--- config.mk ---
export PLATFORM = sky130hd
export DESIGN_NAME = cron_next_match_search
export DESIGN_NICKNAME = d
export VERILOG_FILES = /design/src/design/cnms_pkg.sv /design/src/design/cnms_ctrl.sv /design/src/design/cnms_dp.sv /design/src/design/cron_next_match_search.sv
export SDC_FILE = /design/constraint.sdc
export NUM_CORES = 2
export LEC_CHECK = 0
export ABC_AREA = 1
export ABC_CLOCK_PERIOD_IN_PS = 11600
export BUFFER_PORTS_ARGS = -buffer_cell sky130_fd_sc_hd__buf_2
export CAP_MARGIN = 20
export CORE_ASPECT_RATIO = 0.8
export CORE_MARGIN = 2
export CORE_UTILIZATION = 25
export DETAILED_ROUTE_END_ITERATION = 10
export GPL_ROUTABILITY_DRIVEN = 0
export GPL_TIMING_DRIVEN = 0
export PLACE_DENSITY = 0.52
export REMOVE_ABC_BUFFERS = 1
export SLEW_MARGIN = 10
export SYNTH_ARGS = -nofsm -noshare
export SYNTH_HDL_FRONTEND = slang
export SYNTH_SLANG_ARGS = --single-unit
--- constraint.sdc ---
create_clock -name clk -period 11.6 [get_ports clk]
set_input_delay 0.58 -clock clk [delete_from_list [all_inputs] [get_ports clk]]
set_output_delay 0.58 -clock clk [all_outputs]
set_load 0.01 [all_outputs]
--- src/design/cnms_pkg.sv ---
// Shared types, constants and calendar helpers for the cron next-match search.
// Used by the controller, the datapath and the port checker.
`default_nettype none

package cnms_pkg;

  // Result status codes
  localparam logic [1:0] ST_FOUND      = 2'd0;
  localparam logic [1:0] ST_NOT_LOADED = 2'd1;
  localparam logic [1:0] ST_NO_MATCH   = 2'd2;

  // Configuration register indexes
  localparam logic [2:0] CFG_MINUTE  = 3'd0;
  localparam logic [2:0] CFG_HOUR    = 3'd1;
  localparam logic [2:0] CFG_DOM     = 3'd2;
  localparam logic [2:0] CFG_MONTH   = 3'd3;
  localparam logic [2:0] CFG_WEEKDAY = 3'd4;
  localparam logic [2:0] CFG_VALID   = 3'd5;

  // Internal widths: years carry far past 2099 under long searches
  localparam int YEAR_W = 13;
  localparam int DAY_W  = 22;
  localparam int CFG_W  = 60;

  // Epoch anchors (1970-01-01 is a Thursday)
  localparam logic [YEAR_W-1:0] YEAR_BASE  = 13'd1970;
  localparam logic [6:0]        C100_BASE  = 7'd70;
  localparam logic [8:0]        C400_BASE  = 9'd370;
  localparam logic [2:0]        WEEK_BASE  = 3'd4;

  // Datapath operations issued by the controller
  typedef enum logic [3:0] {
    OP_NONE,
    OP_LOAD,
    OP_DAYS,
    OP_HOUR,
    OP_MIN,
    OP_YEAR,
    OP_MONTH,
    OP_SEARCH,
    OP_FIN1,
    OP_FIN2,
    OP_EMIT_FOUND,
    OP_EMIT_NL,
    OP_EMIT_NM
  } dp_op_t;

  // Datapath status back to the controller
  typedef struct packed {
    logic pattern_valid;
    logic year_done;
    logic month_done;
    logic iter_done;
    logic empty;
    logic found;
  } dp_stat_t;

  // x mod 7 for x < 64, by reciprocal multiply
  function automatic logic [2:0] mod7(input logic [5:0] x);
    logic [11:0] p;
    logic [5:0]  q;
    logic [5:0]  r;
    p = 12'(x) * 12'd37;
    q = {2'b00, p[11:8]};
    r = x - 6'(q * 6'd7);
    return r[2:0];
  endfunction

  function automatic logic [4:0] month_len(input logic leap, input logic [3:0] mo);
    logic [4:0] n;
    case (mo)
      4'd2: n = leap ? 5'd29 : 5'd28;
      4'd4, 4'd6, 4'd9, 4'd11: n = 5'd30;
      default: n = 5'd31;
    endcase
    return n;
  endfunction

  function automatic logic [8:0] cum_days(input logic [3:0] mo);
    logic [8:0] n;
    case (mo)
      4'd2:  n = 9'd31;
      4'd3:  n = 9'd59;
      4'd4:  n = 9'd90;
      4'd5:  n = 9'd120;
      4'd6:  n = 9'd151;
      4'd7:  n = 9'd181;
      4'd8:  n = 9'd212;
      4'd9:  n = 9'd243;
      4'd10: n = 9'd273;
      4'd11: n = 9'd304;
      4'd12: n = 9'd334;
      default: n = 9'd0;
    endcase
    return n;
  endfunction

  function automatic logic [2:0] wd_offset(input logic [3:0] mo);
    logic [2:0] n;
    case (mo)
      4'd2:  n = 3'd3;
      4'd3:  n = 3'd2;
      4'd4:  n = 3'd5;
      4'd5:  n = 3'd0;
      4'd6:  n = 3'd3;
      4'd7:  n = 3'd5;
      4'd8:  n = 3'd1;
      4'd9:  n = 3'd4;
      4'd10: n = 3'd6;
      4'd11: n = 3'd2;
      4'd12: n = 3'd4;
      default: n = 3'd0;
    endcase
    return n;
  endfunction

endpackage

`default_nettype wire

--- src/design/cnms_ctrl.sv ---
// Sequencer for the cron next-match search: conversion, search and output.
// Depends on cnms_pkg (operation codes, status struct).
`default_nettype none

module cnms_ctrl import cnms_pkg::*; (
  input  logic     clk,
  input  logic     rst,
  input  logic     start,
  input  dp_stat_t stat,
  output dp_op_t   op,
  output logic     busy,
  output logic     done
);

  typedef enum logic [9:0] {
    S_IDLE   = 10'b0000000001,
    S_DAYS   = 10'b0000000010,
    S_HOUR   = 10'b0000000100,
    S_MIN    = 10'b0000001000,
    S_YEAR   = 10'b0000010000,
    S_MONTH  = 10'b0000100000,
    S_SEARCH = 10'b0001000000,
    S_FIN1   = 10'b0010000000,
    S_FIN2   = 10'b0100000000,
    S_EMIT   = 10'b1000000000
  } state_t;

  state_t state, state_next;
  logic   emit;

  // Next state and datapath command
  always_comb begin
    state_next = state;
    op         = OP_NONE;
    emit       = 1'b0;
    case (state)
      S_IDLE: begin
        if (start) begin
          if (!stat.pattern_valid) begin
            op   = OP_EMIT_NL;
            emit = 1'b1;
          end else begin
            op         = OP_LOAD;
            state_next = S_DAYS;
          end
        end
      end
      S_DAYS: begin
        op         = OP_DAYS;
        state_next = S_HOUR;
      end
      S_HOUR: begin
        op         = OP_HOUR;
        state_next = S_MIN;
      end
      S_MIN: begin
        op         = OP_MIN;
        state_next = S_YEAR;
      end
      S_YEAR: begin
        op = OP_YEAR;
        if (stat.year_done) state_next = S_MONTH;
      end
      S_MONTH: begin
        op = OP_MONTH;
        if (stat.month_done) state_next = S_SEARCH;
      end
      S_SEARCH: begin
        if (stat.iter_done || stat.empty) begin
          op         = OP_EMIT_NM;
          emit       = 1'b1;
          state_next = S_IDLE;
        end else if (stat.found) begin
          state_next = S_FIN1;
        end else begin
          op = OP_SEARCH;
        end
      end
      S_FIN1: begin
        op         = OP_FIN1;
        state_next = S_FIN2;
      end
      S_FIN2: begin
        op         = OP_FIN2;
        state_next = S_EMIT;
      end
      S_EMIT: begin
        op         = OP_EMIT_FOUND;
        emit       = 1'b1;
        state_next = S_IDLE;
      end
      default: state_next = S_IDLE;
    endcase
  end

  // State and result strobe
  always_ff @(posedge clk) begin
    if (rst) begin
      state <= S_IDLE;
      done  <= 1'b0;
    end else begin
      state <= state_next;
      done  <= emit;
    end
  end

  assign busy = (state != S_IDLE);

endmodule

`default_nettype wire

--- src/design/cnms_dp.sv ---
// Datapath: pattern registers, time split, calendar counters, field search, result.
// Depends on cnms_pkg (widths, codes, calendar helpers).
`default_nettype none

module cnms_dp import cnms_pkg::*; #(
  parameter int ITERATION_LIMIT = 10000
) (
  input  logic              clk,
  input  logic              rst,
  input  logic              cfg_we,
  input  logic [2:0]        cfg_index,
  input  logic [CFG_W-1:0]  cfg_data,
  input  logic [31:0]       start_time,
  input  dp_op_t            op,
  output dp_stat_t          stat,
  output logic [1:0]        status,
  output logic [39:0]       hit_time
);

  localparam int ITER_W = $clog2(ITERATION_LIMIT + 1);

  // Pattern registers
  logic [59:0] minute_mask;
  logic [23:0] hour_mask;
  logic [31:0] dom_mask;
  logic [12:0] month_mask;
  logic [6:0]  weekday_mask;
  logic        pattern_valid;

  always_ff @(posedge clk) begin
    if (rst) begin
      minute_mask   <= '0;
      hour_mask     <= '0;
      dom_mask      <= '0;
      month_mask    <= '0;
      weekday_mask  <= '0;
      pattern_valid <= 1'b0;
    end else if (cfg_we) begin
      case (cfg_index)
        CFG_MINUTE:  minute_mask   <= cfg_data[59:0];
        CFG_HOUR:    hour_mask     <= cfg_data[23:0];
        CFG_DOM:     dom_mask      <= cfg_data[31:0];
        CFG_MONTH:   month_mask    <= cfg_data[12:0];
        CFG_WEEKDAY: weekday_mask  <= cfg_data[6:0];
        CFG_VALID:   pattern_valid <= cfg_data[0];
        default: ;
      endcase
    end
  end

  // Day 0 and month 0 never match
  logic [31:0] dom_e;
  logic [12:0] mon_e;
  assign dom_e = dom_mask & 32'hFFFF_FFFE;
  assign mon_e = month_mask & 13'h1FFE;

  // Working registers
  logic [31:0]       acc;
  logic [15:0]       dayrem;
  logic [YEAR_W-1:0] y;
  logic [6:0]        c100;
  logic [8:0]        c400;
  logic [2:0]        w;
  logic [DAY_W-1:0]  dby;
  logic [3:0]        mo;
  logic [4:0]        d;
  logic [4:0]        h;
  logic [5:0]        mi;
  logic [ITER_W-1:0] iter;
  logic [DAY_W-1:0]  dsum;
  logic [16:0]       hm;
  logic [39:0]       prod;

  // Leap year from the mod-4/100/400 counters
  logic leap;
  assign leap = ((y[1:0] == 2'd0) && (c100 != 7'd0)) || (c400 == 9'd0);

  // Next-year values
  logic [YEAR_W-1:0] y_p1;
  logic [6:0]        c100_n;
  logic [8:0]        c400_n;
  logic              leap_n;
  logic [2:0]        w_n;
  logic [DAY_W-1:0]  dby_n;
  always_comb begin
    y_p1   = y + 1'b1;
    c100_n = (c100 == 7'd99)  ? 7'd0 : c100 + 7'd1;
    c400_n = (c400 == 9'd399) ? 9'd0 : c400 + 9'd1;
    leap_n = ((y_p1[1:0] == 2'd0) && (c100_n != 7'd0)) || (c400_n == 9'd0);
    w_n    = mod7(6'(w) + 6'd1 + 6'(leap_n));
    dby_n  = dby + DAY_W'(365) + DAY_W'(leap);
  end

  // Time split by reciprocal multiplies: 86400 = 128 * 675, 60 = 4 * 15
  logic [50:0] days_p;
  logic [31:0] sod;
  logic [30:0] tmin_p;
  logic [22:0] hr_p;
  logic [4:0]  hr_c;
  logic [10:0] mi_full;
  always_comb begin
    days_p  = 51'(acc[31:7]) * 51'd50903317;
    sod     = acc - 32'(dayrem) * 32'd86400;
    tmin_p  = 31'(acc[16:2]) * 31'd34953;
    hr_p    = 23'(acc[10:0]) * 23'd2185;
    hr_c    = hr_p[21:17];
    mi_full = acc[10:0] - 11'(hr_c) * 11'd60;
  end

  // Conversion loop bounds
  logic [8:0] year_len;
  logic [4:0] mlen;
  assign year_len = 9'd365 + 9'(leap);
  assign mlen     = month_len(leap, mo);

  // Weekday of the current date
  logic [2:0] w_prev, w_sel, wd;
  always_comb begin
    w_prev = mod7(6'(w) + 6'd6 - 6'(leap));
    w_sel  = (mo < 4'd3) ? w_prev : w;
    wd     = mod7(6'(w_sel) + 6'(wd_offset(mo)) + 6'(d));
  end

  // Next allowed values above the current one and from the bottom
  logic       mon_hi_any, mon_any;
  logic [3:0] mon_hi, mon_lo;
  logic       hr_hi_any, hr_any;
  logic [4:0] hr_hi, hr_lo;
  logic       mi_hi_any, mi_any;
  logic [5:0] mi_hi, mi_lo;
  always_comb begin
    mon_hi_any = 1'b0; mon_hi = '0; mon_lo = '0;
    for (int i = 12; i >= 1; i--) begin
      if (mon_e[i]) mon_lo = 4'(i);
      if (mon_e[i] && (4'(i) > mo)) begin
        mon_hi_any = 1'b1;
        mon_hi     = 4'(i);
      end
    end
    mon_any = |mon_e;
    hr_hi_any = 1'b0; hr_hi = '0; hr_lo = '0;
    for (int i = 23; i >= 0; i--) begin
      if (hour_mask[i]) hr_lo = 5'(i);
      if (hour_mask[i] && (5'(i) > h)) begin
        hr_hi_any = 1'b1;
        hr_hi     = 5'(i);
      end
    end
    hr_any = |hour_mask;
    mi_hi_any = 1'b0; mi_hi = '0; mi_lo = '0;
    for (int i = 59; i >= 0; i--) begin
      if (minute_mask[i]) mi_lo = 6'(i);
      if (minute_mask[i] && (6'(i) > mi)) begin
        mi_hi_any = 1'b1;
        mi_hi     = 6'(i);
      end
    end
    mi_any = |minute_mask;
  end

  // Next calendar day
  logic       ad_last, ad_yinc;
  logic [4:0] ad_d;
  logic [3:0] ad_mo;
  always_comb begin
    ad_last = (d == mlen);
    ad_d    = ad_last ? 5'd1 : d + 5'd1;
    ad_mo   = ad_last ? ((mo == 4'd12) ? 4'd1 : mo + 4'd1) : mo;
    ad_yinc = ad_last && (mo == 4'd12);
  end

  // One search step: test the fields top-down
  logic       s_found, s_empty, s_yinc;
  logic [4:0] s_d, s_h;
  logic [3:0] s_mo;
  logic [5:0] s_mi;
  always_comb begin
    s_found = 1'b0; s_empty = 1'b0; s_yinc = 1'b0;
    s_d = d; s_mo = mo; s_h = h; s_mi = mi;
    if (!mon_e[mo]) begin
      s_d = 5'd1; s_h = '0; s_mi = '0;
      if (mon_hi_any) begin
        s_mo = mon_hi;
      end else if (mon_any) begin
        s_mo   = mon_lo;
        s_yinc = 1'b1;
      end else begin
        s_empty = 1'b1;
      end
    end else if (!dom_e[d] || !weekday_mask[wd]) begin
      s_d = ad_d; s_mo = ad_mo; s_yinc = ad_yinc;
      s_h = '0; s_mi = '0;
    end else if (!hour_mask[h]) begin
      s_mi = '0;
      if (hr_hi_any) begin
        s_h = hr_hi;
      end else if (hr_any) begin
        s_h = hr_lo;
        s_d = ad_d; s_mo = ad_mo; s_yinc = ad_yinc;
      end else begin
        s_empty = 1'b1;
      end
    end else if (!minute_mask[mi]) begin
      if (mi_hi_any) begin
        s_mi = mi_hi;
      end else if (mi_any) begin
        s_mi = mi_lo;
        if (h == 5'd23) begin
          s_h = '0;
          s_d = ad_d; s_mo = ad_mo; s_yinc = ad_yinc;
        end else begin
          s_h = h + 5'd1;
        end
      end else begin
        s_empty = 1'b1;
      end
    end else begin
      s_found = 1'b1;
    end
  end

  logic yinc;
  assign yinc = ((op == OP_YEAR) && (dayrem >= 16'(year_len))) ||
                ((op == OP_SEARCH) && s_yinc);

  // Register updates per command
  always_ff @(posedge clk) begin
    case (op)
      OP_LOAD: begin
        acc  <= start_time;
        iter <= '0;
        y    <= YEAR_BASE;
        c100 <= C100_BASE;
        c400 <= C400_BASE;
        w    <= WEEK_BASE;
        dby  <= '0;
        mo   <= 4'd1;
      end
      // Whole days, then seconds of the day, then minutes of the day
      OP_DAYS: dayrem <= days_p[50:35];
      OP_HOUR: acc    <= sod;
      OP_MIN:  acc    <= 32'(tmin_p[29:19]);
      OP_YEAR: begin
        if (dayrem >= 16'(year_len)) dayrem <= dayrem - 16'(year_len);
        // hour and minute split from the minutes of the day held in acc
        h  <= hr_c;
        mi <= mi_full[5:0];
      end
      OP_MONTH: begin
        if (!stat.month_done) begin
          dayrem <= dayrem - 16'(mlen);
          mo     <= mo + 4'd1;
        end else begin
          d <= dayrem[4:0] + 5'd1;
        end
      end
      OP_SEARCH: begin
        iter <= iter + 1'b1;
        d    <= s_d;
        mo   <= s_mo;
        h    <= s_h;
        mi   <= s_mi;
      end
      OP_FIN1: begin
        dsum <= dby + DAY_W'(cum_days(mo)) + DAY_W'(d) - DAY_W'(1) +
                DAY_W'((mo > 4'd2) && leap);
        hm   <= 17'(h) * 17'd3600 + 17'(mi) * 17'd60;
      end
      OP_FIN2: begin
        prod <= 40'(dsum) * 40'd86400;
      end
      OP_EMIT_FOUND: begin
        status   <= ST_FOUND;
        hit_time <= prod + 40'(hm);
      end
      OP_EMIT_NL: begin
        status   <= ST_NOT_LOADED;
        hit_time <= '0;
      end
      OP_EMIT_NM: begin
        status   <= ST_NO_MATCH;
        hit_time <= '0;
      end
      default: ;
    endcase
    // Year roll: counters, weekday base and day offset move together
    if (yinc) begin
      y    <= y_p1;
      c100 <= c100_n;
      c400 <= c400_n;
      w    <= w_n;
      dby  <= dby_n;
    end
  end

  // Status to the controller
  always_comb begin
    stat.pattern_valid = pattern_valid;
    stat.year_done     = (dayrem < 16'(year_len));
    stat.month_done    = (mo == 4'd12) || (dayrem < 16'(mlen));
    stat.iter_done     = (iter == ITER_W'(ITERATION_LIMIT));
    stat.empty         = s_empty;
    stat.found         = s_found;
  end

endmodule

`default_nettype wire

--- src/design/cron_next_match_search.sv ---
// Top level of the cron next-match search: controller plus datapath.
// Depends on cnms_pkg, cnms_ctrl, cnms_dp.
//
// Usage: load the five field masks and pattern_valid through the write port
// (cfg_we, cfg_index, cfg_data; index 0 minute .. 5 pattern_valid) while idle.
// Pulse start with start_time while busy is low; the request is taken then.
// One result comes back per request: done is high for exactly one cycle with
// status and hit_time valid in that cycle. The receiver cannot stall.
// Sequence: with no pattern loaded, done follows in the cycle after start.
// Otherwise S_DAYS, S_HOUR and S_MIN split the time (reciprocal multiplies),
// S_YEAR steps through the years since 1970, S_MONTH through the months
// before the start month, S_SEARCH takes the field steps of the search
// (bounded by ITERATION_LIMIT), and S_FIN1, S_FIN2 and S_EMIT build the
// seconds value; done is registered from S_EMIT.
// One request at a time; busy stays high until done.
// Reset (rst, synchronous) clears the masks, pattern_valid and the controller.
`default_nettype none

module cron_next_match_search import cnms_pkg::*; #(
  parameter int ITERATION_LIMIT = 10000
) (
  input  logic              clk,
  input  logic              rst,
  input  logic              start,
  input  logic [31:0]       start_time,
  output logic              busy,
  input  logic              cfg_we,
  input  logic [2:0]        cfg_index,
  input  logic [CFG_W-1:0]  cfg_data,
  output logic              done,
  output logic [1:0]        status,
  output logic [39:0]       hit_time
);

  dp_op_t   op;
  dp_stat_t stat;

  cnms_ctrl u_ctrl (
    .clk   (clk),
    .rst   (rst),
    .start (start),
    .stat  (stat),
    .op    (op),
    .busy  (busy),
    .done  (done)
  );

  cnms_dp #(
    .ITERATION_LIMIT (ITERATION_LIMIT)
  ) u_dp (
    .clk        (clk),
    .rst        (rst),
    .cfg_we     (cfg_we),
    .cfg_index  (cfg_index),
    .cfg_data   (cfg_data),
    .start_time (start_time),
    .op         (op),
    .stat       (stat),
    .status     (status),
    .hit_time   (hit_time)
  );

endmodule

`default_nettype wire

=== After elaboration in Yosys (flattened, before gate mapping) ===
Memories as Yosys holds them, arrays and structs flattened. A register that Yosys moved wholly into a read port is not among the register bits.
Index checks and enable logic that the tools add are counted.

* Input bits: 99
* Register bits: 397
* Latch bits: 0
* Memory bits (writable): 0
* Memories kept: 2
* Output and inout bits: 44
* Word-level logic and storage cells: 784
* ROM bits: 192

{| class="wikitable"
|+ Memories
! memory !! depth !! bits a word !! read ports !! clocked after Yosys merged registers in !! wr ports !! RTL line !! RTL
|-
| (name not given) || 16 || 9 || 1 || 1 || 0 || cnms_pkg.sv:81 || <nowiki>case (mo)</nowiki>
|-
| (name not given) || 16 || 3 || 1 || 1 || 0 || cnms_pkg.sv:100 || <nowiki>case (mo)</nowiki>
|}

* $mul: 14
* Reductions and logical operators: 143
* Shift operators: 0
* Mux-type cells: 408
* Add/sub/neg operators: 30
* Eq/ne operators: 56
* Div/mod/pow operators: 0
* Order comparisons: 106
* Bitwise logic cells: 0

{| class="wikitable"
|+ Operators by type and width
! cell !! number
|-
| 6-bit two-way mux || 126
|-
| 5-bit two-way mux || 68
|-
| 4-bit two-way mux || 43
|-
| 6-bit > comparator (first input constant) || 28
|-
| 1-bit two-way mux || 130
|-
| 1-bit logical AND || 102
|-
| 5-bit by 6-bit > comparator with 1-bit output (first input constant) || 16
|-
| 32-bit one-hot mux with 3 select lines || 1
|-
| 10-bit one-hot mux with 9 select lines || 1
|-
| 40-bit one-hot mux with 2 select lines || 1
|-
| 10-bit two-way mux || 6
|-
| 60-bit OR reduction || 1
|-
| 25-bit by 26-bit multiplier with 51-bit output (second input constant) || 1
|-
| 4-bit by 6-bit > comparator with 1-bit output (first input constant) || 8
|-
| 16-bit one-hot mux with 3 select lines || 1
|-
| 22-bit by 1-bit adder with 22-bit output || 2
|-
| 22-bit two-way mux || 2
|-
| 39-bit by 17-bit adder with 40-bit output || 1
|-
| 4-bit by 5-bit > comparator with 1-bit output (first input constant) || 8
|-
| 5-bit > comparator (first input constant) || 8
|-
| 4-bit one-hot mux with 10 select lines || 1
|-
| 6-bit by 6-bit multiplier with 12-bit output (second input constant) || 3
|-
| 9-bit two-way mux || 4
|-
| 4-bit equality test (second input constant) || 8
|-
| other kinds (110) || 187
|}

=== Logic depth before layout (Yosys ltp) ===
* Depth after elaboration: 76
* Gate-level depth with buffers: 71

=== By module ===
From an unflattened synthesis, not the netlist that was laid out.

* Cells, all modules: 5552
* Area total of the unflattened synthesis: 45458.6 um^2

{| class="wikitable"
|+ Modules (own cells, without submodules)
! module !! area each (um^2) !! seq. area each (um^2) !! instances !! cells each
|-
| cnms_dp || 44660.3 || 9969.6 || 1 || 5423
|-
| cnms_ctrl || 798.3 || 220.2 || 1 || 129
|}

=== Worst setup path before layout ===
No wires, ideal clock.

* Path type: flip-flop to flip-flop
* Start: register u_dp.c100[0]
* End: register u_dp.c100[0], enable pin
* Required time: 11.199 ns
* Clock period less this slack: 11.703 ns
* Cell stages (with the launch flop): 57
* Path buffers: 1
* Slack: -0.103 ns
* Data arrival time: 11.301 ns
* Cells stage by stage: edfxtp_1 inv_1 ha_1 nand2_1 o41ai_1 nand2_1 ha_1 inv_1 ha_1 inv_1 ha_1 inv_1 ha_1 ha_1 a41o_1 a31oi_1 xor2_1 inv_1 [21 not listed] fa_1 xnor2_1 xnor2_1 xnor2_1 xor2_1 a221o_1 nor2_1 inv_2 nor2_2 nand2_1 inv_1 a2111o_1 nor2_2 nand2_1 nand2_1 clkinv_1 clkbuf_1 nand2_1

* Cells in the longest elaborated chain, start to end: 26
* Elaborated cells between the ends (all ways): 47

{| class="wikitable"
|+ Ends and longest elaborated chain
! item !! RTL line !! RTL
|-
| start: declaration || cnms_dp.sv:61 || <nowiki>logic [6:0] c100;</nowiki>
|-
| start signal: assignment || cnms_dp.sv:289 || <nowiki>c100 <= c100_n;</nowiki>
|-
| 7-bit nonzero test * || cnms_dp.sv:76 || <nowiki>assign leap = ((y[1:0] == 2'd0) && (c100 != 7'd0)) || (c400 == 9'd0);</nowiki>
|-
| 1-bit logical AND * || cnms_dp.sv:76 ||
|-
| 1-bit logical OR * || cnms_dp.sv:76 ||
|-
| 4-bit by 1-bit subtractor with 5-bit output || cnms_dp.sv:119 || <nowiki>w_prev = mod7(6'(w) + 6'd6 - 6'(leap));</nowiki>
|-
| 6-bit by 6-bit multiplier with 12-bit output || cnms_pkg.sv:63 || <nowiki>p = 12'(x) * 12'd37;</nowiki>
|-
| 4-bit by 3-bit multiplier with 3-bit output || cnms_pkg.sv:65 || <nowiki>r = x - 6'(q * 6'd7);</nowiki>
|-
| 3-bit subtractor || cnms_pkg.sv:65 ||
|-
| 3-bit two-way mux || cnms_dp.sv:120 || <nowiki>w_sel = (mo < 4'd3) ? w_prev : w;</nowiki>
|-
| [10 not listed] || - ||
|-
| 1-bit two-way mux || cnms_dp.sv:180 || <nowiki>if (!mon_e[mo]) begin</nowiki>
|-
| 3-bit two-way mux or 1-bit logical OR (tied branches) || cnms_ctrl.sv:73, cnms_ctrl.sv:69 ||
|-
| 4-bit two-way mux || cnms_ctrl.sv:69 || <nowiki>if (stat.iter_done || stat.empty) begin</nowiki>
|-
| 4-bit one-hot mux with 10 select lines || cnms_ctrl.sv:36 || <nowiki>case (state)</nowiki>
|-
| 4-bit by 3-bit equality test with 1-bit output (on tied branches) || cnms_dp.sv:223, cnms_dp.sv:224 ||
|-
| 1-bit logical AND (on tied branches) || cnms_dp.sv:223, cnms_dp.sv:224 ||
|-
| 1-bit logical OR || cnms_dp.sv:223 || <nowiki>assign yinc = ((op == OP_YEAR) && (dayrem >= 16'(year_len))) ||</nowiki>
|-
| 2-bit nonzero test (no line) * || - ||
|}

Every way passes the cells marked *; elsewhere a longest branch is shown, timed or not. The select of a mux whose other input is x is not followed.
A chain may end at the register's enable or synchronous reset.

==> run_results.csv <==
group,metric,value,unit
sta,final_max_slew_viol_count,0,
yosys,yosysUniqueCellTypes,63,
worst_setup_path,worstRegToRegCells,66,
drt,final_antenna_net_count,0,
sta,min_period,11.65,ns
grt,grt_pass1_vias,35700,
yosys,synth-edff-count,234,
drt,routedWlPerCell,15.9,um
clock_tree,numCtsBuffers,47,
worst_setup_path,path_common_cell,"ha_4",
worst_setup_path,max_stage_delay,0.56,ns
sta,relSlewSlack,0.244,
worst_setup_path,r2r_setup_slack,-0.05,ns
worst_setup_path,worstSetupStartpointType,"flop",
worst_setup_path,critPathBufInv,14,
layout,drive_gt1_frac,0.0798,
drt,routed_wl,130000,um
worst_setup_path,required,12.11,ns
run_status,violations,"negative setup slack",
yosys,ys.flop_type,"edfxtp_1",
clock_tree,clock_sinks,392,
worst_setup_path,cp.arrival,12.16,ns
sta,finalHoldViolations,0,
drt,dr_wl_met2,55200,um
worst_hold_path,hold_class,"primary input to flop",
yosys,ys_warn_count,0,
layout,nFillCells,19300,
drt,routed_via_density,4.54,
worst_hold_path,min-delay-start,"cfg_data[58]",
drt,wl_met1,63700,um
clock_tree,cts_root_buf,"clkbuf_16",
clock_tree,clk_pin_slew,0.06,ns
clock_tree,cts_tree,"done",
layout,nets,6981,
sta,worstMarginPinSlew,1.13,ns
worst_setup_path,crit_family,"adder cells",
sta,setup_violations,4,
worst_setup_path,r2r_start,"u_dp.c100[0]$_SDFFCE_PN0P_",
worst_setup_path,cpMaxStageDelayCell,"fa_1",
yosys,yosysSeqAreaShare,0.223,
drt,dr_total_vias,37200,
layout,multi_input_area,31400,um2
sta,rsz0062_at_grt,"true",
yosys,async_reset_ff_frac,0,
worst_setup_path,worstSetupPathType,"flop to flop",
job,maxCapViolations,0,
yosys,ys_ff_latch,392,
sta,fin_skew,0.0411,ns
drt,drcViolationCount,0,
placement,dp_hpwl,104000,um
drt,drt-initial-drc-count,2641,
die,fp.dieW,482,um
placement,portBuffers,140,
die,core,182000,um2
worst_setup_path,crit_fanout,5,
sta,max_freq,85.8,MHz
die,die_area,186000,um2
layout,final_core_util,0.289,
yosys,avgSynthCellArea,8.22,um2
yosys,syn_inst,5554,
run_status,status,"finished, violations left",
sta,setup_slack,-0.0496,ns
layout,seqCellArea,10200,um2
grt,grt.overflow.total,0,
layout,syn_to_final_growth,15.0,%
grt,grt_pass1_wl,203000,um
drt,top_layer,"met4",
grt,antenna_found_initial,5,
worst_setup_path,critPathCaptureType,"flop",
die,start_util,0.251,
worst_hold_path,holdPathStages,3,
drt,wl_met3,8010,um
clock_tree,cts_buffer_depth,3,
clock_tree,clk_latency,0.65,ns
drt,first_pass_iters,7,
grt,track_usage,0.137,
sta,finalCritPeriodShare,1.00,
die,rows,140,
die,die_h,386,um
clock_tree,cts_hold_buf,0,
yosys,netlist_area,45600,um2
clock_tree,htree_levels,2,
grt,grt_max_degree,102,
worst_hold_path,holdPathEnd,"u_dp.minute_mask[58]$_SDFFE_PP0P_",
die,io-pin-count,143,
[metrics by stage]
step	instance area, um2	worst slack, ns	hold WS, ns	setup TNS, ns	cells
final	52500	-0.0496	0.183	-0.0909	8192
after global routing	52500	-0.503	0.157	-12.83	8191
after CTS	51800	-0.241	0.130	-1.34	8164
after detailed placement	49400	-3.13	0.485	-562.07	8030
after global placement	49000	-4.14	0.478	-676.14	8007
after floorplan	45200	-0.788	0.457	-45.75	5453
[sequential cells by signal (all words and copies together), names as in the netlist, 4 cells and up, named ones only]
| signal | flops |
|---|---|
| u_ctrl.state | 10 |
| u_dp.acc | 32 |
| u_dp.c100 | 7 |
| u_dp.c400 | 9 |
| u_dp.d | 5 |
| u_dp.dayrem | 16 |
| u_dp.dby | 22 |
| u_dp.dom_mask | 31 |
| u_dp.dsum | 22 |
| u_dp.h | 5 |
| u_dp.hit_time | 38 |
| u_dp.hm | 15 |
| u_dp.hour_mask | 24 |
| u_dp.iter | 14 |
| u_dp.mi | 6 |
| u_dp.minute_mask | 60 |
| u_dp.mo | 4 |
| u_dp.month_mask | 12 |
| u_dp.prod | 32 |
| u_dp.weekday_mask | 7 |
[how the worst max path moves through the flow]
stage	start	end	slack, ns	cells past startpoint
2_1_floorplan	u_dp.c100[0]$_SDFFCE_PN0P_	u_dp.c100[0]$_SDFFCE_PN0P_	-0.79	55
3_3_place_gp	u_dp.c100[0]$_SDFFCE_PN0P_	u_dp.dby[5]$_SDFFCE_PN0P_	-4.14	55
3_5_place_dp	u_dp.c100[0]$_SDFFCE_PN0P_	flop	-3.13	64
4_1_cts	u_dp.c100[0]$_SDFFCE_PN0P_	flop	-0.24	66
5_1_grt	u_dp.c100[0]$_SDFFCE_PN0P_	flop	-0.50	66
6_report	u_dp.c100[0]$_SDFFCE_PN0P_	flop	-0.05	66
[routing by layer]
layer,vias to the layer above,track usage
met4,0,0.0334
met2,983,0.209
met5,-,0
li1,18500,-
met3,146,0.0182
met1,17600,0.203
[cell usage after synthesis (11+ instances only)]
cell      instances  area, um2
a211oi_1         19        143
a21o_1           13       97.6
a21oi_1         385       1930
a31oi_1          27        169
buf_2            12       60.1
clkbuf_1         84        315
dfxtp_1         158       3160
edfxtp_1        234       7030
fa_1            321       6430
ha_1            824      10300
inv_1          1131       4250
inv_2            20       75.1
nand2_1         725       2720
nand3_1         184        921
nand4_1          33        206
nor2_1          460       1730
nor3_1          100        500
nor3b_1          11       82.6
nor4_1           25        156
o211ai_1         28        210
o21ai_0         330       1650
o21ai_1          17       85.1
o21bai_1         14        105
o221ai_1         16        140
o22ai_1          13       81.3
o31ai_1          14        105
or2_2            16        100
xnor2_1          75        657
xor2_1          159       1390
[cells by family (layout without fill, tap and decap cells)]
kind of cell,Yosys count,in the layout,synth area share
AND/OR/NAND/NOR,1578,1580,0.144
buffers and inverters,1261,1480,0.104
adder cells (fa/ha/maj),1145,1145,0.367
flip-flops,392,392,0.223
AO/OA/AOI/OAI,943,943,0.116
other,1,4,0.0000822
XOR/XNOR,234,234,0.0449
[worst reg2reg max path: cells and delay by family, from the launching register on]
kind | cells | cell delay (ns)
buffers and inverters | 14 | 1.16
AO/OA/AOI/OAI | 11 | 2.10
adder cells (fa/ha/maj) | 18 | 4.68
AND/OR/NAND/NOR | 15 | 1.62
XOR/XNOR | 8 | 1.51
flip-flops | 1 | 0.42
[cells in the final DEF (no fill, tap or decap), drive strengths merged, types with 159 or more instances in the layout]
cell type,n
inv,1159
ha,824
fa,321
nor2,465
nand2,729
o21ai,348
edfxtp,234
a21oi,385
nand3,186
buf,229
xor2,159
[layout make-up]
type	instances	share of cell area
Sequential cell	392	0.194
Clock inverter	25	0.00589
Timing Repair inverter	1	0.000119
Antenna cell	2	0.0000953
Clock buffer	63	0.0255
Tap cell	2414	0.0575
Timing Repair Buffer	232	0.0345
Inverter	1159	0.0839
Multi-Input combinational cell	3904	0.598
[what timing repair did]
item                                    CTS  global route
pin swaps                                32            64
gates resized for setup                  79            85
gates cloned                              5             1
hold endpoints to repair                  0             0
endpoints found under the setup margin  289           287
buffers inserted                         41            22
Power is not shown: default switching activity piles up to over one toggle a cycle in this logic, so the estimate is an artifact.
